==> src/rtl/fbltc_pkg.sv <==
// Package for the four-band luma tone curve: payload structs, fixed-point
// constants and pipeline stage counts. No dependencies.
`timescale 1ns / 1ps
`default_nettype none
package fbltc_pkg;

	localparam int FRAC  = 15;
	localparam int NBAND = 4;
	localparam int NLANE = NBAND + 1;

	localparam logic [15:0] ONE  = 16'(1 << FRAC);
	localparam logic [15:0] HALF = 16'(1 << (FRAC - 1));

	localparam logic [15:0] LUMA_R         = 16'd6966;
	localparam logic [15:0] LUMA_G         = 16'd23436;
	localparam logic [15:0] LUMA_B         = 16'd2366;
	localparam logic [15:0] SHADOW_FLOOR   = 16'd1475;
	localparam logic [15:0] GAIN_SHADOW    = 16'd5243;
	localparam logic [15:0] GAIN_DARK      = 16'd5079;
	localparam logic [15:0] GAIN_LIGHT     = 16'd5407;
	localparam logic [15:0] GAIN_HIGHLIGHT = 16'd4915;
	localparam int          STRENGTH_SHIFT = FRAC - 2;

	localparam logic [2:0] CFG_EDGES_BASE = 3'd4;

	localparam int LUMA_STAGES  = 2;
	localparam int DIV_STEP     = 3;
	localparam int DIV_STAGES   = (FRAC + DIV_STEP - 1) / DIV_STEP;
	localparam int DIV_PIPE     = DIV_STAGES + 1;
	localparam int CURVE_STAGES = 4;
	localparam int MIX_STAGES   = 3;
	localparam int DIV_BASE     = LUMA_STAGES;
	localparam int CURVE_BASE   = DIV_BASE + DIV_PIPE;
	localparam int MIX_BASE     = CURVE_BASE + CURVE_STAGES;
	localparam int NSTAGE       = MIX_BASE + MIX_STAGES;

	typedef struct packed {
		logic [15:0] red_in;
		logic [15:0] green_in;
		logic [15:0] blue_in;
		logic [15:0] alpha_in;
	} pix_in_t;

	typedef struct packed {
		logic [15:0] red_out;
		logic [15:0] green_out;
		logic [15:0] blue_out;
		logic [15:0] alpha_out;
	} pix_out_t;

	typedef struct packed {
		logic [15:0] r;
		logic [15:0] g;
		logic [15:0] b;
		logic [15:0] alpha;
		logic [15:0] y;
	} side_t;

	function automatic logic [15:0] clamp_one(input logic [15:0] v);
		return (v > ONE) ? ONE : v;
	endfunction

endpackage
`default_nettype wire

==> src/rtl/fbltc_mix.sv <==
// Strength weighting, luma shift and color apply; last stage is the output
// register. Depends on fbltc_pkg.
`timescale 1ns / 1ps
`default_nettype none
module fbltc_mix (
	input  wire                                  clk,
	input  wire  [fbltc_pkg::MIX_STAGES-1:0]     en,
	input  wire  [fbltc_pkg::NBAND-1:0][15:0]    strength,
	input  wire  [fbltc_pkg::NBAND-1:0][15:0]    gain,
	input  fbltc_pkg::side_t                     side_in,
	output fbltc_pkg::pix_out_t                  pix
);
	import fbltc_pkg::*;

	logic signed [NBAND-1:0][31:0] p_s1;
	logic signed [17:0]            ld_s2;
	side_t                         side_s1, side_s2;
	pix_out_t                      pix_s3;

	logic signed [33:0] acc;
	logic        [33:0] mag;
	logic        [20:0] magr;
	logic signed [21:0] delta, tgt;
	logic        [15:0] tclamp;

	function automatic logic [15:0] clamp_sum(input logic [15:0] c, input logic signed [17:0] d);
		logic signed [18:0] s;
		s = $signed({3'b000, c}) + 19'(d);
		if (s < 0) return 16'd0;
		if (s > $signed({3'b000, ONE})) return ONE;
		return s[15:0];
	endfunction

	always_ff @(posedge clk) begin
		if (en[0]) begin
			for (int i = 0; i < NBAND; i++) begin
				logic signed [32:0] p;
				p = $signed(strength[i]) * $signed({1'b0, gain[i]});
				p_s1[i] <= p[31:0];
			end
			side_s1 <= side_in;
		end
	end

	always_comb begin
		acc = '0;
		for (int i = 0; i < NBAND; i++)
			acc = acc + 34'($signed(p_s1[i]));
		mag   = (acc < 0) ? 34'(-acc) : 34'(acc);
		magr  = 21'((mag + 34'(1 << (STRENGTH_SHIFT - 1))) >> STRENGTH_SHIFT);
		delta = (acc < 0) ? -$signed({1'b0, magr}) : $signed({1'b0, magr});
		tgt   = $signed({6'b0, side_s1.y}) + delta;
		if (tgt < 0)
			tclamp = 16'd0;
		else if (tgt > $signed({6'b0, ONE}))
			tclamp = ONE;
		else
			tclamp = tgt[15:0];
	end

	always_ff @(posedge clk) begin
		if (en[1]) begin
			ld_s2   <= $signed({2'b00, tclamp}) - $signed({2'b00, side_s1.y});
			side_s2 <= side_s1;
		end
	end

	always_ff @(posedge clk) begin
		if (en[2]) begin
			pix_s3.red_out   <= clamp_sum(side_s2.r, ld_s2);
			pix_s3.green_out <= clamp_sum(side_s2.g, ld_s2);
			pix_s3.blue_out  <= clamp_sum(side_s2.b, ld_s2);
			pix_s3.alpha_out <= side_s2.alpha;
		end
	end

	assign pix = pix_s3;
endmodule
`default_nettype wire

==> config.mk <==
export PLATFORM = sky130hd
export DESIGN_NAME = fbltc_mix
export DESIGN_NICKNAME = d
export VERILOG_FILES = /design/src/rtl/fbltc_pkg.sv /design/src/rtl/fbltc_mix.sv
export SDC_FILE = /design/constraint.sdc
export NUM_CORES = 2
export LEC_CHECK = 0
export BUFFER_PORTS_ARGS = -buffer_cell sky130_fd_sc_hd__buf_4
export CAP_MARGIN = 20
export CORE_UTILIZATION = 35
export CTS_BUF_LIST = sky130_fd_sc_hd__clkbuf_4 sky130_fd_sc_hd__clkbuf_8
export CTS_CLUSTER_SIZE = 25
export DETAILED_ROUTE_END_ITERATION = 7
export PLACE_DENSITY = 0.53
export SYNTH_ARGS = -nofsm -noshare
export SYNTH_HDL_FRONTEND = slang
export SYNTH_SLANG_ARGS = --single-unit
export TNS_END_PERCENT = 100
==> constraint.sdc <==
create_clock -name clk -period 19.77 [get_ports clk]
set_input_delay 0.9885 -clock clk [delete_from_list [all_inputs] [get_ports clk]]
set_output_delay 0.9885 -clock clk [all_outputs]
set_load 0.02 [all_outputs]
==> flow_summary.yaml <==
die:
  die_height_um: 397
  dieArea_um2: 158000
  die_w_um: 397
  initial_utilization: 0.353
  ioPinCount: 276
  design.core.area_um2: 154000
  fp-row-count: 144
placement:
  routabilityCongestion: 0.863
  dp_slack_ps: 6700
  port_buffers: 275
  dp_hpwl_mm: 111
  place_area_um2: 58600
  place_inst: 7810
grt:
  track_usage: 0.181
  grt_pass1_vias: 41300
  grt_pass1_wl_mm: 224
  grt_max_degree: 81
  gr-total-overflow: 0
  antenna_found_initial: 11
cells_and_area:
  finalNetCount: 7478
  layout-drive-gt1-share: 0.0761
  fillers: 15500
  final_cells: 7934
  final_area_um2: 59900
  area_growth_pct: 9.82
sta:
  fin_skew_ps: 40.2
  hold_viol_final: 0
  max_freq_mhz: 76.4
  slew_viol_final: 0
  rsz0062_at_grt: "no"
  fin_crit_ps: 13090
  relSlewSlack: 0.309
  fin_crit_sh: 0.662
  layout_setup_ws_ps: 6680
  tightest_slew_ps: 1030
  setup_violations: 0
  finalSetupTns_ps: 0
synth:
  async_reset_ff_frac: 0
  synth_edf_count: 353
  ys_ff_latch: 353
  synth_most_common_cell: "inv_1"
  synth_top_cell_area_share: 0.310
  ys_types: 106
  ys_seq_area_frac: 0.194
  synth.avg_cell_area_um2: 9.65
  synth_nets: 7295
  synthFlopType: "edfxtp_1"
  yosys.area.top_type: "fa_1"
  synth_area_um2: 54600
  synth_cells: 5654
  netlist_top_cells_area: "fa_1 31%, edfxtp_1 19%, ha_1 13%, inv_1 8.2%, and2_1 4.7%"
  synth_common_cells: "1197 x inv_1, 846 x fa_1, 680 x nand2_1"
  ys_warn_count: 0
worst_setup_path:
  cpMostUsedCell: "o21ai_0"
  crit_required_ps: 20150
  reg2reg_setup_slack_ps: 6680
  slowest_stage: "a2111o_1"
  arrival_ps: 13470
  cp_top_family: "compound AO/OA/AOI/OAI gates"
  endpoint_kind: "flop"
  cp-start-kind: "flop"
  path_max_fanout: 45
  cp_num_buf_inv: 3
  slowest_delay_ps: 630
  path_class: "flop to flop"
clock_tree:
  post_cts_resized: 0
  postCtsSetupBuffers: 0
  clockRootBuffer: "clkbuf_8"
  hold_buffers: 0
  path_clk_slew_ps: 60
  insertion_delay_ps: 660
  clockBufferDepth: 3
  tritoncts: "done"
  cts_buffers: 67
  clkSinkCount: 353
  htreeDepth: 3
job:
  cap_violations: 0
detailed_routing:
  routed_wl_mm: 140
  wire_per_inst_um: 17.6
  vias: 38800
  first_pass_iters: 8
  final_antenna_net_count: 0
  drtIter0Drc: 1917
  drc: 66
  viasPerCell: 4.89
outcome:
  outcome: "finished with violations"
  failed_checks: "design-rule violations"
worst_hold_path:
  hold_path_class: "flop to flop"
[final timing paths]
path	cells after the start	to	startpoint
worst max register to register	56	ld_s2[15]	p_s1[1]
worst max-delay path	56	ld_s2[15]	p_s1[1]
worst min register to register	0	side_s2[78]	side_s1[78]
worst min-delay path	0	side_s2[78]	side_s1[78]
[worst reg2reg max path, delay by kind of cell (launching register included)]
family	cells	cell delay [ps]
AND/OR/NAND/NOR	10	1580
XOR/XNOR	7	1120
AO/OA/AOI/OAI	28	6380
buffers and inverters	3	510
flip-flops	1	320
adder cells (fa/ha/maj)	8	2910
[cell type report]
cell class | count | area [um2] | share of cell area
clock inverters | 42 | 358 | 0.00597
clock buffers | 76 | 990 | 0.0165
flip-flops and latches | 353 | 10600 | 0.177
multi-input cells | 3933 | 38800 | 0.647
diodes | 4 | 10.0 | 0.000167
well taps | 2044 | 2560 | 0.0427
inverters | 1197 | 4490 | 0.0750
repair buffers | 285 | 2140 | 0.0358
[cells in the final DEF, fill, tap and decap left out, types with 14 or more instances in the layout]
cell / synthesis / routed
clkinv_1: 0 / 18
a21o_1: 48 / 48
inv_1: 1197 / 1197
fa_1: 846 / 846
xnor2_1: 183 / 183
clkbuf_8: 0 / 67
xor2_1: 52 / 52
nand2b_1: 88 / 88
a21boi_0: 26 / 26
or3_1: 23 / 23
nand4_1: 14 / 14
ha_1: 583 / 583
a211oi_1: 18 / 18
buf_4: 0 / 283
and3_1: 21 / 21
o21bai_1: 34 / 34
a31oi_1: 23 / 23
o21a_1: 25 / 25
nor2b_1: 23 / 23
edfxtp_1: 353 / 353
nand2_1: 680 / 680
and2_1: 409 / 409
nor3_1: 67 / 67
a21oi_1: 174 / 174
nand3_1: 51 / 51
o21ai_0: 114 / 114
nor2_1: 180 / 179
[stage by stage]
stage,hold slack (ps),util
after floorplan,400,-
after global placement,401,0.379
after detailed placement,405,0.379
after CTS,401,0.388
after global routing,408,0.388
final,394,0.388
[per-layer routing]
layer / GRT usage / wire length (um)
met1: 0.238 / 61700
met2: 0.306 / 66200
met3: 0.0263 / 7470
met4: 0.0573 / 4330
met5: 0 / 47
[flip-flops by register name, indices dropped and copies added (netlist names)]
name,count
ld_s2,17
p_s1,128
side_s1,80
side_s2,64
pix,64
[cells by family (layout without fill, tap and decap cells)]
group / Yosys count / after routing / share of synthesized area
XOR/XNOR: 236 / 236 / 0.0381
AND/OR/NAND/NOR: 1630 / 1630 / 0.148
AO/OA/AOI/OAI: 623 / 623 / 0.0778
buffers and inverters: 1368 / 1600 / 0.0952
other: 0 / 4 / 0
flip-flops: 353 / 353 / 0.194
multiplexers: 15 / 15 / 0.00307
adder cells (fa/ha/maj): 1429 / 1429 / 0.444
Power is left out: the tool's default activity adds up to more than one toggle a clock period on the data nets, which glitch-free logic cannot reach.
