File: src/rtl/fbltc_pkg.sv
// Package for the four-band luma tone curve: payload structs, fixed-point
// constants and pipeline stage counts. No dependencies.
`timescale 1ns / 1ps
`default_nettype none
package fbltc_pkg;

	localparam int FRAC  = 15;
	localparam int NBAND = 4;
	localparam int NLANE = NBAND + 1;

	localparam logic [15:0] ONE  = 16'(1 << FRAC);
	localparam logic [15:0] HALF = 16'(1 << (FRAC - 1));

	localparam logic [15:0] LUMA_R         = 16'd6966;
	localparam logic [15:0] LUMA_G         = 16'd23436;
	localparam logic [15:0] LUMA_B         = 16'd2366;
	localparam logic [15:0] SHADOW_FLOOR   = 16'd1475;
	localparam logic [15:0] GAIN_SHADOW    = 16'd5243;
	localparam logic [15:0] GAIN_DARK      = 16'd5079;
	localparam logic [15:0] GAIN_LIGHT     = 16'd5407;
	localparam logic [15:0] GAIN_HIGHLIGHT = 16'd4915;
	localparam int          STRENGTH_SHIFT = FRAC - 2;

	localparam logic [2:0] CFG_EDGES_BASE = 3'd4;

	localparam int LUMA_STAGES  = 2;
	localparam int DIV_STEP     = 3;
	localparam int DIV_STAGES   = (FRAC + DIV_STEP - 1) / DIV_STEP;
	localparam int DIV_PIPE     = DIV_STAGES + 1;
	localparam int CURVE_STAGES = 4;
	localparam int MIX_STAGES   = 3;
	localparam int DIV_BASE     = LUMA_STAGES;
	localparam int CURVE_BASE   = DIV_BASE + DIV_PIPE;
	localparam int MIX_BASE     = CURVE_BASE + CURVE_STAGES;
	localparam int NSTAGE       = MIX_BASE + MIX_STAGES;

	typedef struct packed {
		logic [15:0] red_in;
		logic [15:0] green_in;
		logic [15:0] blue_in;
		logic [15:0] alpha_in;
	} pix_in_t;

	typedef struct packed {
		logic [15:0] red_out;
		logic [15:0] green_out;
		logic [15:0] blue_out;
		logic [15:0] alpha_out;
	} pix_out_t;

	typedef struct packed {
		logic [15:0] r;
		logic [15:0] g;
		logic [15:0] b;
		logic [15:0] alpha;
		logic [15:0] y;
	} side_t;

	function automatic logic [15:0] clamp_one(input logic [15:0] v);
		return (v > ONE) ? ONE : v;
	endfunction

endpackage
`default_nettype wire

File: src/rtl/fbltc_div.sv
// Smoothstep ramp t = (v - lo) / (hi - lo) for the four bands and the shadow
// floor: setup stage, then a pipelined restoring divider. Depends on fbltc_pkg.
`timescale 1ns / 1ps
`default_nettype none
module fbltc_div (
	input  wire                                  clk,
	input  wire  [fbltc_pkg::DIV_PIPE-1:0]       en,
	input  wire  [fbltc_pkg::NBAND-1:0][31:0]    edges,
	input  fbltc_pkg::side_t                     side_in,
	output fbltc_pkg::side_t                     side_out,
	output logic [fbltc_pkg::NLANE-1:0][15:0]    t
);
	import fbltc_pkg::*;

	typedef struct packed {
		logic            fixed;
		logic [15:0]     tfix;
		logic [15:0]     den;
		logic [15:0]     rem;
		logic [FRAC-1:0] low;
		logic [FRAC-1:0] q;
	} lane_t;

	function automatic lane_t div_step(input lane_t l, input int nb);
		lane_t       o;
		logic [16:0] tr;
		o = l;
		for (int j = 0; j < DIV_STEP; j++) begin
			if (j < nb) begin
				tr    = {o.rem, o.low[FRAC-1]};
				o.low = {o.low[FRAC-2:0], 1'b0};
				if (tr >= {1'b0, o.den}) begin
					tr  = tr - {1'b0, o.den};
					o.q = {o.q[FRAC-2:0], 1'b1};
				end else begin
					o.q = {o.q[FRAC-2:0], 1'b0};
				end
				o.rem = tr[15:0];
			end
		end
		return o;
	endfunction

	lane_t [NLANE-1:0] lane_s [DIV_PIPE];
	side_t             side_s [DIV_PIPE];
	lane_t [NLANE-1:0] setup;

	always_comb begin
		for (int i = 0; i < NLANE; i++) begin
			logic [15:0]        lo, hi;
			logic signed [17:0] num, den;
			if (i < NBAND) begin
				lo = edges[i][15:0];
				hi = edges[i][31:16];
			end else begin
				lo = '0;
				hi = SHADOW_FLOOR;
			end
			num = $signed({2'b00, side_in.y}) - $signed({2'b00, lo});
			den = $signed({2'b00, hi}) - $signed({2'b00, lo});
			if (den < 0) begin
				den = -den;
				num = -num;
			end
			setup[i].den  = den[15:0];
			setup[i].rem  = num[15:0];
			setup[i].low  = den[15:1];
			setup[i].q    = '0;
			setup[i].fixed = 1'b1;
			if (lo == hi) begin
				setup[i].tfix = (side_in.y < lo) ? 16'd0 : ONE;
			end else if (num <= 0) begin
				setup[i].tfix = 16'd0;
			end else if (num >= den) begin
				setup[i].tfix = ONE;
			end else begin
				setup[i].tfix  = 16'd0;
				setup[i].fixed = 1'b0;
			end
		end
	end

	always_ff @(posedge clk) begin
		if (en[0]) begin
			lane_s[0] <= setup;
			side_s[0] <= side_in;
		end
	end

	for (genvar k = 1; k < DIV_PIPE; k++) begin : g_step
		localparam int NB = (FRAC - (k - 1) * DIV_STEP < DIV_STEP)
			? FRAC - (k - 1) * DIV_STEP : DIV_STEP;
		always_ff @(posedge clk) begin
			if (en[k]) begin
				for (int i = 0; i < NLANE; i++)
					lane_s[k][i] <= div_step(lane_s[k-1][i], NB);
				side_s[k] <= side_s[k-1];
			end
		end
	end

	always_comb begin
		for (int i = 0; i < NLANE; i++)
			t[i] = lane_s[DIV_PIPE-1][i].fixed ? lane_s[DIV_PIPE-1][i].tfix
				: {1'b0, lane_s[DIV_PIPE-1][i].q};
	end

	assign side_out = side_s[DIV_PIPE-1];
endmodule
`default_nettype wire

File: config.mk
export PLATFORM = sky130hd
export DESIGN_NAME = fbltc_div
export DESIGN_NICKNAME = d
export VERILOG_FILES = /design/src/rtl/fbltc_pkg.sv /design/src/rtl/fbltc_div.sv
export SDC_FILE = /design/constraint.sdc
export NUM_CORES = 2
export LEC_CHECK = 0
export ABC_CLOCK_PERIOD_IN_PS = 8400
export BUFFER_PORTS_ARGS = -buffer_cell sky130_fd_sc_hd__buf_2
export CAP_MARGIN = 20
export CORE_MARGIN = 1
export CORE_UTILIZATION = 25
export CTS_CLUSTER_DIAMETER = 80
export DETAILED_ROUTE_END_ITERATION = 8
export GPL_TIMING_DRIVEN = 0
export SLEW_MARGIN = 20
export SYNTH_ARGS = -nofsm -noshare
export SYNTH_HDL_FRONTEND = slang
export SYNTH_SLANG_ARGS = --single-unit
File: constraint.sdc
create_clock -name clk -period 8.4 [get_ports clk]
set_input_delay 0.42 -clock clk [delete_from_list [all_inputs] [get_ports clk]]
set_output_delay 0.42 -clock clk [all_outputs]
set_load 0.02 [all_outputs]
==> qor.csv <==
metric,value,unit
status,"finished, final reports clean",
crit-path leading delay family,compound AO/OA/AOI/OAI gates,
CTS tree,done,
Routed Antenna Nets,0,
DIE AREA,457000,sq um
Hold Crit Class,primary input to flip-flop,
router iterations before antenna repair,6,
Yosys top cell area share,0.388,
Critical Setup Path Class,flip-flop to flip-flop,
min Tclk post-route,8.10,ns
Post-synth top cells,"edfxtp_1, ha_1, inv_1",
CTS H-tree lvls,4,
Die Y,676,um
"Data required, critical path",8.96,ns
Iter 0 DRT Violations,5141,
worst slew pin tran,1.07,ns
fmax,123,MHz
max cap viols,0,
"slowest stage delay, CP",0.44,ns
Worst Path Max Fanout,10,
XOR/XNOR Fraction of Synth Area,0.0742,
largest area contributor in the netlist,edfxtp_1,
CP max stage cell,edfxtp_1,
initial core utilization,0.251,
wire per inst,17.4,um
GRT Util Overall,0.133,
DR vias/cell,4.78,
drc violations,0,
Post-Syn Area,114000,sq um
FP Rows,247,
Synth Area in Adders,0.142,
post-synthesis register bit count,1467,
Syn Inst Count,11299,
final hold viol count,0,
CTS Buf Count,170,
"Distinct cells, synth",127,
layout cell share with drive strength beyond 1,0.166,
post-synthesis compound-gate area fraction,0.163,
syn avg cell area,10.1,sq um
type of origin of the critical path,flip-flop,
Synth warnings,0,
# setup viols final,0,
Max Buffers Root-to-Sink,4,
crit path capture type,flip-flop,
routability congestion estimate,0.912,
Post-synth ARST share,0,
DR vias,87411,
post-synthesis simple-gate area fraction,0.136,
mux cell area share after synthesis,0.0596,
root buffer cell,clkbuf_16,
vias in the first global route,83642,
clock latency on the worst-skew pair,0.87,ns
Final #Nets,13638,
Synth-to-Final Area Change,18.1,%
Hold Slack,0.0890,ns
HPWL Detailed,253000,um
clock sink count,1467,
final non-filler cell total,18296,
"Reg clk slew, reported paths",0.06,ns
Die Wd,676,um
Congestion Overflow GR,0,
Core Box Area,452000,sq um
initial antenna violation count,57,
"Top FF cell, synth",edfxtp_1,
IO Pins,375,
largest family of logic cells by synthesized area,compound AO/OA/AOI/OAI gates,
Post-synth EDFFs,1467,
dominant cells by area after synthesis,"edfxtp_1, ha_1, xnor2_1",
sequential share of the synthesized area,0.388,
Worst slew margin,0.280,
Final Max Tran Viols,0,
Total Wirelength,319000,um
Post-Place Cells,17669,
most numerous cell in the Yosys netlist,edfxtp_1,
final period utilization,0.965,
crit path buf inv count,5,
Port Buf Inserts,374,
first-pass GRT wire length,481000,um
crit path DAT,8.67,ns
clock skew,0.0885,ns
largest net degree at the start of global routing,96,
worst min-delay path, cell delays in order:
cell and delay [ns]:
buf_2 0.10, ha_1 0.21, inv_1 0.05
through the flow:
stage	utilization	setup WS [ns]	TNS (ns)	instance area [sq um]
2_1_floorplan	-	0.00139	0	114000
3_3_place_gp	0.272	-2.50	-490.50	123000
3_5_place_dp	0.273	-2.46	-500.94	124000
4_1_cts	0.291	0.00187	0	132000
5_1_grt	0.296	-0.0978	-2.75	134000
6_report	0.296	0.297	0	134000
path summary, 6_finish.rpt:
path	slack, ns	endpoint	from	depth (start not counted)
max	0.30	lane_s[1][122]	lane_s[0][126]	38
min	0.09	lane_s[0][283]	edges[96]	3
max reg2reg	0.30	lane_s[1][122]	lane_s[0][126]	38
min reg2reg	0.36	lane_s[2][161]	lane_s[1][158]	0
layer usage:
| metal | vias up | GRT usage | part of all wire |
|---|---|---|---|
| li1 | 43927 | - | - |
| met1 | 41360 | 0.170 | 0.45 |
| met2 | 1603 | 0.227 | 0.46 |
| met3 | 501 | 0.0161 | 0.040 |
| met4 | 20 | 0.0539 | 0.046 |
| met5 | - | 0 | 0.00036 |
timing repair:
| item | 4_1_cts | 5_1_grt |
|---|---|---|
| setup buffers | 109 | 141 |
| hold buffers | 71 | 0 |
| gates resized for setup | 406 | 363 |
| cloned | 0 | 0 |
| pin swaps | 77 | 132 |
| setup endpoints to repair | 276 | 273 |
| hold endpoints to repair | 268 | 0 |
final cells by class:
type / instances / area [sq um]
Timing Repair Buffer: 712 / 5010
Sequential cell: 1467 / 44100
Tap cell: 5976 / 7480
Fill cell: 46896 / 318000
Clock inverter: 102 / 1070
Multi-Input combinational cell: 8742 / 67300
Buffer: 187 / 1300
Clock buffer: 197 / 4440
Antenna cell: 18 / 45.0
Inverter: 895 / 3390
registers in the layout, summed over array words and instances, names as in the netlist:
signal / cells
lane_s: 987
side_s: 480
cells in the final DEF (no fill, tap or decap), drive strengths merged, types with 350 or more instances in the layout:
master	count
a21o	350
a21oi	801
buf	717
edfxtp	1467
ha	1184
inv	917
mux2	513
nand2	673
nor2	788
o21ai	593
xnor2	669
cell families (layout without fill, tap and decap cells):
kind of cell,count (synthesis),in the layout
simple gates,3083,3083
compound gates,2833,2833
flops,1467,1467
fa+ha+maj,1248,1248
buf+inv,1093,2093
xor+xnor,962,962
mux,612,612
other cells,1,22
Power is left out: the tool's default activity adds up to more than one toggle a clock period on the data nets, which glitch-free logic cannot reach.
