## config.mk

```make
export PLATFORM = sky130hd
export DESIGN_NAME = fbltc_luma
export DESIGN_NICKNAME = d
export VERILOG_FILES = /design/src/rtl/fbltc_pkg.sv /design/src/rtl/fbltc_luma.sv
export SDC_FILE = /design/constraint.sdc
export NUM_CORES = 1
export LEC_CHECK = 0
export BUFFER_PORTS_ARGS = -buffer_cell sky130_fd_sc_hd__buf_2
export CAP_MARGIN = 5
export CELL_PAD_IN_SITES_DETAIL_PLACEMENT = 1
export CELL_PAD_IN_SITES_GLOBAL_PLACEMENT = 2
export CORE_MARGIN = 2
export CORE_UTILIZATION = 42
export DETAILED_ROUTE_END_ITERATION = 10
export GPL_TIMING_DRIVEN = 0
export MAX_ROUTING_LAYER = met4
export PLACE_DENSITY = 0.88
export SYNTH_ARGS = -nofsm -noshare
export SYNTH_HDL_FRONTEND = slang
export SYNTH_SLANG_ARGS = --single-unit
export TNS_END_PERCENT = 30
```

## constraint.sdc

```tcl
create_clock -name clk -period 10.45 [get_ports clk]
set_input_delay 2.09 -clock clk [delete_from_list [all_inputs] [get_ports clk]]
set_output_delay 2.09 -clock clk [all_outputs]
set_load 0.005 [all_outputs]
```

## src/rtl/fbltc_pkg.sv

```systemverilog
// Package for the four-band luma tone curve: payload structs, fixed-point
// constants and pipeline stage counts. No dependencies.
`timescale 1ns / 1ps
`default_nettype none
package fbltc_pkg;

	localparam int FRAC  = 15;
	localparam int NBAND = 4;
	localparam int NLANE = NBAND + 1;

	localparam logic [15:0] ONE  = 16'(1 << FRAC);
	localparam logic [15:0] HALF = 16'(1 << (FRAC - 1));

	localparam logic [15:0] LUMA_R         = 16'd6966;
	localparam logic [15:0] LUMA_G         = 16'd23436;
	localparam logic [15:0] LUMA_B         = 16'd2366;
	localparam logic [15:0] SHADOW_FLOOR   = 16'd1475;
	localparam logic [15:0] GAIN_SHADOW    = 16'd5243;
	localparam logic [15:0] GAIN_DARK      = 16'd5079;
	localparam logic [15:0] GAIN_LIGHT     = 16'd5407;
	localparam logic [15:0] GAIN_HIGHLIGHT = 16'd4915;
	localparam int          STRENGTH_SHIFT = FRAC - 2;

	localparam logic [2:0] CFG_EDGES_BASE = 3'd4;

	localparam int LUMA_STAGES  = 2;
	localparam int DIV_STEP     = 3;
	localparam int DIV_STAGES   = (FRAC + DIV_STEP - 1) / DIV_STEP;
	localparam int DIV_PIPE     = DIV_STAGES + 1;
	localparam int CURVE_STAGES = 4;
	localparam int MIX_STAGES   = 3;
	localparam int DIV_BASE     = LUMA_STAGES;
	localparam int CURVE_BASE   = DIV_BASE + DIV_PIPE;
	localparam int MIX_BASE     = CURVE_BASE + CURVE_STAGES;
	localparam int NSTAGE       = MIX_BASE + MIX_STAGES;

	typedef struct packed {
		logic [15:0] red_in;
		logic [15:0] green_in;
		logic [15:0] blue_in;
		logic [15:0] alpha_in;
	} pix_in_t;

	typedef struct packed {
		logic [15:0] red_out;
		logic [15:0] green_out;
		logic [15:0] blue_out;
		logic [15:0] alpha_out;
	} pix_out_t;

	typedef struct packed {
		logic [15:0] r;
		logic [15:0] g;
		logic [15:0] b;
		logic [15:0] alpha;
		logic [15:0] y;
	} side_t;

	function automatic logic [15:0] clamp_one(input logic [15:0] v);
		return (v > ONE) ? ONE : v;
	endfunction

endpackage
`default_nettype wire

```

## src/rtl/fbltc_luma.sv

```systemverilog
// Input clamp and Rec.709 luma, two pipeline stages.
// Depends on fbltc_pkg.
`timescale 1ns / 1ps
`default_nettype none
module fbltc_luma (
	input  wire                   clk,
	input  wire  [1:0]            en,
	input  fbltc_pkg::pix_in_t    pix,
	output fbltc_pkg::side_t      side
);
	import fbltc_pkg::*;

	side_t       side_s1, side_s2;
	logic [31:0] ysum;

	always_ff @(posedge clk) begin
		if (en[0]) begin
			side_s1.r     <= clamp_one(pix.red_in);
			side_s1.g     <= clamp_one(pix.green_in);
			side_s1.b     <= clamp_one(pix.blue_in);
			side_s1.alpha <= pix.alpha_in;
			side_s1.y     <= '0;
		end
	end

	assign ysum = 32'(LUMA_R) * 32'(side_s1.r) + 32'(LUMA_G) * 32'(side_s1.g)
		+ 32'(LUMA_B) * 32'(side_s1.b) + 32'(HALF);

	always_ff @(posedge clk) begin
		if (en[1]) begin
			side_s2.r     <= side_s1.r;
			side_s2.g     <= side_s1.g;
			side_s2.b     <= side_s1.b;
			side_s2.alpha <= side_s1.alpha;
			side_s2.y     <= ysum[FRAC+15:FRAC];
		end
	end

	assign side = side_s2;
endmodule
`default_nettype wire

```

==> results of run 1 <==
[logic make-up after synthesis]
logic type / synth area share, %
fa+ha+maj: 48.0
buf+inv: 8.41
compound gates: 8.71
simple gates: 6.22
flops: 24.3
xor+xnor: 4.34
[synthesized netlist by cell type, types with 2 or more instances]
| library cell | n |
|---|---|
| o22ai_1 | 3 |
| o21a_1 | 12 |
| nor2_1 | 29 |
| a211o_1 | 4 |
| nand3_1 | 14 |
| and3_1 | 7 |
| nand2_1 | 34 |
| fa_1 | 232 |
| or3_1 | 4 |
| a21o_1 | 50 |
| clkbuf_1 | 10 |
| ha_1 | 310 |
| o21ai_1 | 9 |
| inv_1 | 388 |
| or4_1 | 2 |
| and2_1 | 5 |
| o2111ai_1 | 2 |
| o21ai_0 | 23 |
| a31o_2 | 2 |
| o21bai_1 | 3 |
| a211oi_1 | 5 |
| nor4_1 | 10 |
| o211ai_1 | 2 |
| o31a_1 | 3 |
| nand2b_1 | 7 |
| a211oi_2 | 3 |
| nor3_1 | 19 |
| xnor2_1 | 49 |
| edfxtp_1 | 144 |
| o31ai_1 | 2 |
| or2_2 | 5 |
| nor2b_1 | 56 |
| nand4_1 | 7 |
| o21ai_2 | 2 |
| xor2_1 | 39 |
| a41oi_1 | 5 |
| a31oi_1 | 7 |
| o2111a_1 | 2 |
| a21oi_1 | 71 |
| a21boi_0 | 2 |
[registers in the layout, summed over array words and instances (netlist names)]
signal   cells
side_s1     64
side        80
[critical path: cells and delay by family, from the launching register on]
kind / cells / cell delay, ps
adder cells (fa/ha/maj): 9 / 3870
AO/OA/AOI/OAI: 12 / 2470
flip-flops: 1 / 680
XOR/XNOR: 2 / 600
AND/OR/NAND/NOR: 2 / 540
buffers and inverters: 5 / 270
[per-stage QoR]
stage / hold WS [ps] / utilization, % / std cells / setup slack, ps
floorplan: 400 / - / 1605 / 3190
global placement: 400 / 45.8 / 2287 / 1910
detailed placement: 406 / 45.8 / 2288 / 1730
CTS: 422 / 47.2 / 2320 / 1670
global route: 432 / 47.2 / 2321 / 1280
finish: 418 / 47.2 / 2321 / 1760
[layer usage]
| layer | vias up | wire length [um] |
|---|---|---|
| met3 | 51 | 1290 |
| met4 | 0 | 960 |
| met1 | 5822 | 18200 |
| li1 | 5629 | - |
| met2 | 129 | 20400 |
| met5 | - | 0 |
[cells in the final DEF, fill, tap and decap left out, drive strengths merged, types with 14 or more instances in the layout]
master,instances
clkbuf,28
edfxtp,144
nand3,14
inv,397
fa,232
buf,144
xnor2,49
ha,310
a21o,51
nand2,34
xor2,39
a21oi,72
nor2b,56
o21ai,34
nor3,19
nor2,30
[how the worst max path moves through the flow]
| stage | end | slack (ps) | cells past startpoint |
|---|---|---|---|
| after global routing | side[15] | 1280 | 30 |
| after global placement | side[15] | 1910 | 30 |
| final | side[15] | 1760 | 30 |
| after CTS | side[15] | 1670 | 30 |
| after floorplan | side[15] | 3190 | 30 |
| after detailed placement | side[15] | 1730 | 30 |
[layout make-up]
class	count	area, um2
repair buffers	144	748
multi-input cells	1063	11900
clock buffers	18	429
plain buffers	10	37.5
inverters	388	1460
well taps	539	674
clock inverters	14	139
fillers	4599	22100
diodes	1	2.50
flip-flops and latches	144	4320
==> impl_metrics.tcl, run 1 <==
set metrics [dict create \
    grt_pass1_wl_mm 67.9 \
    synth_top_area_cell "fa_1" \
    finalMaxSlewViolations 0 \
    antenna_found_initial 1 \
    synth.distinct_cells 62 \
    ant_nets 0 \
    synth_fp_nets 2214 \
    initial_core_util_pct 42.4 \
    skew_ps 12.8 \
    r2r_start "side_s1[40]" \
    via_per_inst 5.01 \
    postSynthAreaPerCell_um2 11.1 \
    cts_tree "done" \
    hpwlAfterDp_mm 35.1 \
    totalWireLength_mm 40.9 \
    route.vias.total 11600 \
    grt_usage_pct 20.8 \
    fp.dieW_um 210 \
    cts_made_buffers 17 \
    crit_fanout 8 \
    ys_ff_latch 144 \
    core-area_mm2 0.0419 \
    gp_congestion 0.863 \
    post_cts_buffers 0 \
    met1_usage_pct 25.2 \
    area_growth_pct 11.2 \
    maxCapViolCount 0 \
    synthArstFlopShare_pct 0 \
    hold_viol_final 0 \
    clock_path_buffers 2 \
    grt-busiest-layer "met2" \
    synth_area_mm2 0.0178 \
    wl_per_cell_um 17.6 \
    max_stage_delay_ps 680 \
    cp-end-kind "flip-flop" \
    timing.rr.end "side[15]" \
    yosysSeqAreaShare_pct 24.3 \
    fin_crit_sh_pct 83.2 \
    htreeDepth 4 \
    drc 0 \
    port_buffers 143 \
    nets 2377 \
    clk_pin_slew_ps 70 \
    startpoint_type "flip-flop" \
    tightest_slew_ps 952 \
    synthCells 1605 \
    holdCritPathClass "flip-flop to flip-flop" \
    met3_usage_pct 4.35 \
    rsz0062_at_grt "false" \
    dr.pass1.iters 4 \
    place_area_mm2 0.0192 \
    post-route-min-period_ps 8690 \
    grt_pass1_vias 13200 \
    synth_ff_type "edfxtp_1" \
    synth-edff-count 144 \
    fmax_ghz 0.115 \
    path_class "flip-flop to flip-flop" \
    die_h_um 210 \
    die_area_mm2 0.0440 \
    synth_area_leaders "fa_1 26%, edfxtp_1 24%, ha_1 22%, inv_1 8.2%, xnor2_1 2.4%" \
    holdPathEnd "side[21]" \
    grtUsageMet2_pct 34.9 \
    fin_tns_setup_ps 0 \
    reg2reg_slack_ps 1760 \
    slowest_stage "edfxtp_1" \
    cp.arrival_ps 8920 \
    ctsHoldBuffers 0 \
    num_rows 75 \
    overflow 0 \
    hold_start "side_s1[21]" \
    outcome "complete, no violations" \
    clk_latency_ps 490 \
    relSlewSlack_pct 36.5 \
    ctsRootBufferMaster "clkbuf_16" \
    pin_count 147 \
    drt_iter0_drc 297 \
    crit_start "side_s1[40]" \
    design_area_mm2 0.0198 \
    post_cts_resized 0 \
    synth_top_area_share_pct 26.1 \
    cts.sinks 144 \
    drive_gt1_share_pct 11.1 \
    hold_depth 0 \
    ys_warn_count 0 \
    ff2ff_path_depth 30 \
    required_ps 10680 \
    grt_max_degree 65 \
    setup_viol 0 \
]
Power of run 1 is left out: the tool's default activity adds up to more than one toggle a clock period on the data nets, which glitch-free logic cannot reach.
==> inputs of run 2 (changes only) <==
--- a/config.mk
+++ b/config.mk
@@ -5,12 +5,13 @@
 export SDC_FILE = /design/constraint.sdc
 export NUM_CORES = 1
 export LEC_CHECK = 0
+export ABC_AREA = 1
 export BUFFER_PORTS_ARGS = -buffer_cell sky130_fd_sc_hd__buf_2
 export CAP_MARGIN = 5
 export CELL_PAD_IN_SITES_DETAIL_PLACEMENT = 1
 export CELL_PAD_IN_SITES_GLOBAL_PLACEMENT = 2
 export CORE_MARGIN = 2
-export CORE_UTILIZATION = 42
+export CORE_UTILIZATION = 39
 export DETAILED_ROUTE_END_ITERATION = 10
 export GPL_TIMING_DRIVEN = 0
 export MAX_ROUTING_LAYER = met4
==> constraint.sdc (replaced) <==
create_clock -name clk -period 8.3 [get_ports clk]
set_input_delay 1.66 -clock clk [delete_from_list [all_inputs] [get_ports clk]]
set_output_delay 1.66 -clock clk [all_outputs]
set_load 0.005 [all_outputs]
==> run 2 against run 1 <==
Die area up 19%. Count of clock-buffer cells in the layout is 1 lower. Critical endpoint is now side[8]. Critical path type unchanged. Via count increased by 29%. Register-to-register slack worse by 760 ps. Final cell count up 33%.
==> impl_metrics.tcl, run 2 <==
set metrics [dict create \
    path_class "flip-flop to flip-flop" \
    initial_core_util_pct 39.4 \
    overflow 0 \
    crit_fanout 5 \
    tightest_slew_ps 614 \
    final_core_util_pct 43.8 \
    fmax_ghz 0.137 \
    postSynthAreaPerCell_um2 8.78 \
    rsz0062_at_grt "false" \
    outcome "complete, no violations" \
    drt_iter0_drc 576 \
    yosysSeqAreaShare_pct 22.0 \
    synth_top_area_cell "fa_1" \
    synth-edff-count 144 \
    synth.distinct_cells 36 \
    r2r_start "side_s1[65]" \
    synth_area_mm2 0.0197 \
    route.vias.total 15100 \
    synthCells 2243 \
    place_area_mm2 0.0213 \
    hold_viol_final 0 \
    drc 0 \
    maxCapViolCount 0 \
    cp-end-kind "flip-flop" \
    num_rows 82 \
    hpwlAfterDp_mm 47.9 \
    top_layer_used "met4" \
    relSlewSlack_pct 59.1 \
    cts_tree "done" \
    nets 3019 \
    synth_most_common_cell "inv_1" \
    ctsHoldBuffers 0 \
    antenna_found_initial 0 \
    largest_reg_flops 80 \
    core-area_mm2 0.0500 \
    drive_gt1_share_pct 8.46 \
    gp_congestion 0.926 \
    clk_latency_ps 480 \
    synth_mux_area_share_pct 0 \
    area_growth_pct 11.2 \
    required_ps 8510 \
    dr.pass1.iters 5 \
    wl_met2_mm 26.3 \
    cts.sinks 144 \
    ctsRootBufferMaster "clkbuf_16" \
    cp.arrival_ps 7510 \
    post_cts_resized 0 \
    synth_ff_type "edfxtp_1" \
    synth_commonest_cells "572 x inv_1, 392 x nand2_1, 310 x ha_1" \
    yosys.area_share.simple_pct 15.7 \
    post_cts_buffers 0 \
    synthXorXnorAreaFrac_pct 2.63 \
    fin_tns_setup_ps 0 \
    port_buffers 146 \
    synthArstFlopShare_pct 0 \
    grt_pass1_vias 16400 \
    synth_fa_ha_area_share_pct 43.3 \
    finalMaxSlewViolations 0 \
    fp.dieW_um 229 \
    synth_top_area_share_pct 23.6 \
    startpoint_type "flip-flop" \
    hold_start "side_s1[24]" \
    ant_nets 0 \
    die_h_um 229 \
    ys_ff_latch 144 \
    synth_area_leaders "fa_1 24%, edfxtp_1 22%, ha_1 20%, inv_1 11%, nand2_1 7.5%" \
    grt_usage_pct 22.2 \
    drt-met1-wl_mm 25.8 \
    design_area_mm2 0.0219 \
    skew_ps 18.1 \
    synth_fp_nets 2852 \
    synth_top_family_by_area "adder cells" \
    pin_count 147 \
    post-route-min-period_ps 7300 \
    ys_warn_count 0 \
    grt_max_degree 65 \
    clk_pin_slew_ps 70 \
    wl_per_cell_um 17.6 \
    holdCritPathClass "flip-flop to flip-flop" \
    synth-compound-area-share_pct 5.31 \
    diodes 0 \
    mostFrequentLayoutCell "inv_1" \
    via_per_inst 4.87 \
    die_area_mm2 0.0523 \
    totalWireLength_mm 54.4 \
    setup_viol 0 \
    fin_crit_sh_pct 87.9 \
    crit_start "side_s1[65]" \
    grt_pass1_wl_mm 87.9 \
    htreeDepth 4 \
    cts_made_buffers 17 \
    layout_common_cells "572 x inv_1, 392 x nand2_1, 310 x ha_1" \
    wl_met3_mm 1.57 \
    clock_path_buffers 2 \
]
-- run 2: path summary, 6_finish.rpt --
path | slack [ps] | to | cells after the start
worst max-delay path | 1000 | side[8] | 26
worst min-delay path | 420 | side[24] | 0
worst max register to register | 1000 | side[8] | 26
worst min register to register | 420 | side[24] | 0
-- run 2: layout make-up --
| type | instances | area, um2 |
|---|---|---|
| clock inverters | 15 | 161 |
| repair buffers | 148 | 781 |
| inverters | 573 | 2150 |
| flip-flops and latches | 144 | 4320 |
| well taps | 672 | 841 |
| multi-input cells | 1519 | 13200 |
| plain buffers | 7 | 30.0 |
| clock buffers | 17 | 425 |
| fillers | 5993 | 28100 |
-- run 2: per-stage QoR --
step                setup WS, ps  hold WS, ps  std cells
detailed placement           950          405       3063
CTS                          940          420       3095
finish                      1000          416       3095
floorplan                   2140          400       2243
global placement            1080          401       3061
global route                 559          431       3095
-- run 2: worst max-delay path: stages (launching register included) --
cell      delay (ps)
edfxtp_1         490
ha_1             400
xnor2_1          320
inv_1            140
ha_1             220
or2_2            310
fa_1             480
fa_1             520
fa_1             420
ha_1             360
a21oi_1          400
o21ai_1          200
nand2_1          100
nand2_1           70
a21oi_1          150
xor2_1           360
fa_1             450
inv_1             70
ha_1             230
ha_1             400
nand2_1          150
nor2_1           190
inv_1             80
nor3_1           210
nand3_1          150
nand4_1          110
nand2_1          100
-- run 2: cell families (layout without fill, tap and decap cells) --
family	count (synthesis)	count (layout)
fa+ha+maj	542	542
buf+inv	580	760
flops	144	144
xor+xnor	59	59
simple gates	730	730
compound gates	188	188
-- run 2: routing by layer --
metal  vias up  track usage, %
li1       7393               -
met1      7439            29.5
met2       188            36.3
met3        39            2.84
met4         0            4.98
met5         -               -
Power of run 2 is left out for the same reason.
==> inputs of run 3 (changes only) <==
--- a/config.mk
+++ b/config.mk
@@ -10,11 +10,12 @@
 export CAP_MARGIN = 5
 export CELL_PAD_IN_SITES_DETAIL_PLACEMENT = 1
 export CELL_PAD_IN_SITES_GLOBAL_PLACEMENT = 2
+export CORE_ASPECT_RATIO = 0.8
 export CORE_MARGIN = 2
 export CORE_UTILIZATION = 39
+export CTS_CLUSTER_DIAMETER = 100
 export DETAILED_ROUTE_END_ITERATION = 10
 export GPL_TIMING_DRIVEN = 0
-export MAX_ROUTING_LAYER = met4
 export PLACE_DENSITY = 0.88
 export SYNTH_ARGS = -nofsm -noshare
 export SYNTH_HDL_FRONTEND = slang
==> run 3 against run 2 <==
Maximum frequency is 0.79% higher. Register-to-register slack improved by 60 ps. Worst hold slack better by 6.6 ps. Core utilization increased by 0.22 points. Sequential cell count unchanged.
==> impl_metrics.tcl, run 3 (same netlist as run 2, synthesis figures left out) <==
set metrics [dict create \
    clk_pin_slew_ps 70 \
    wl_per_cell_um 17.9 \
    post_cts_buffers 0 \
    die_area_mm2 0.0523 \
    layout_common_cells "572 x inv_1, 392 x nand2_1, 310 x ha_1" \
    largest_reg_flops 80 \
    hpwlAfterDp_mm 48.9 \
    finalMaxSlewViolations 0 \
    fp.dieW_um 255 \
    diodes 0 \
    htreeDepth 4 \
    fin_tns_setup_ps 0 \
    grt_usage_pct 22.4 \
    required_ps 8500 \
    mostFrequentLayoutCell "inv_1" \
    drc 0 \
    totalWireLength_mm 55.6 \
    setup_slack_ps 1060 \
    area_growth_pct 11.4 \
    outcome "complete, no violations" \
    holdWs_ps 423 \
    die_h_um 205 \
    rsz0062_at_grt "false" \
    cts_made_buffers 17 \
    startpoint_type "flip-flop" \
    core-area_mm2 0.0498 \
    skew_ps 21.0 \
    port_buffers 146 \
    ctsRootBufferMaster "clkbuf_16" \
    post-route-min-period_ps 7240 \
    grt_max_degree 47 \
    slowest_stage "edfxtp_1" \
    relSlewSlack_pct 57.8 \
    drive_gt1_share_pct 8.50 \
    setup_viol 0 \
    antenna_found_initial 0 \
    maxCapViolCount 0 \
    clock_path_buffers 2 \
    dr.pass1.iters 5 \
    pin_count 147 \
    cpMostUsedCell "fa_1" \
    holdCritPathClass "flip-flop to flip-flop" \
    crit_fanout 8 \
    fin_crit_sh_pct 87.2 \
    ant_nets 0 \
    route.vias.total 15200 \
    ctsHoldBuffers 0 \
    cts_tree "done" \
    tightest_slew_ps 632 \
    nets 3019 \
    grt_pass1_wl_mm 89.6 \
    cts.sinks 144 \
    num_rows 73 \
    cp-end-kind "flip-flop" \
    pre_cts_ws_ps 1110 \
    cp.arrival_ps 7440 \
    drt_iter0_drc 809 \
    clk_latency_ps 480 \
    hold_viol_final 0 \
    path_class "flip-flop to flip-flop" \
    post_cts_resized 0 \
    max_stage_delay_ps 620 \
    initial_core_util_pct 39.5 \
    via_per_inst 4.89 \
    grt_pass1_vias 16400 \
    overflow 0 \
    gp_congestion 0.904 \
    fmax_ghz 0.138 \
]
[run 3: critical path, delay by kind of cell, from the launching register on]
kind | cells | cell delay [ps]
adders and majority gates | 9 | 4090
buffers and inverters | 4 | 400
and+or+nand+nor | 9 | 1210
DFF | 1 | 620
AOI/OAI and AO/OA | 3 | 670
[run 3: final cells by class]
type,count,area (um2)
clock inverter,15,188
multi-input combinational,1519,13200
sequential,144,4320
inverter,573,2150
buffer,7,30.0
tap,675,845
fill,5972,27900
timing repair buffer,148,781
clock buffer,17,425
[run 3: path summary, 6_finish.rpt]
path                                  start  endpoint  slack [ps]  depth (start not counted)
worst min register to register  side_s1[25]  side[25]         420                          0
worst max-delay path            side_s1[44]  side[11]        1060                         25
worst min-delay path            side_s1[25]  side[25]         420                          0
worst max register to register  side_s1[44]  side[11]        1060                         25
[run 3: per-stage QoR]
step,utilization [%],cell area (um2),std cells
after floorplan,-,19700,2243
after CTS,44.0,21900,3098
after global placement,42.7,21300,3064
after global routing,44.0,21900,3098
final,44.0,21900,3098
after detailed placement,42.8,21300,3066
[run 3: metal layers]
metal	GRT usage (%)	wire, um	share of wire [%]
met5	0	0	0
met4	4.78	736	1.3
met3	3.81	2480	4.5
met2	33.9	24100	43
met1	33.3	28300	51
Power of run 3 is left out for the same reason.
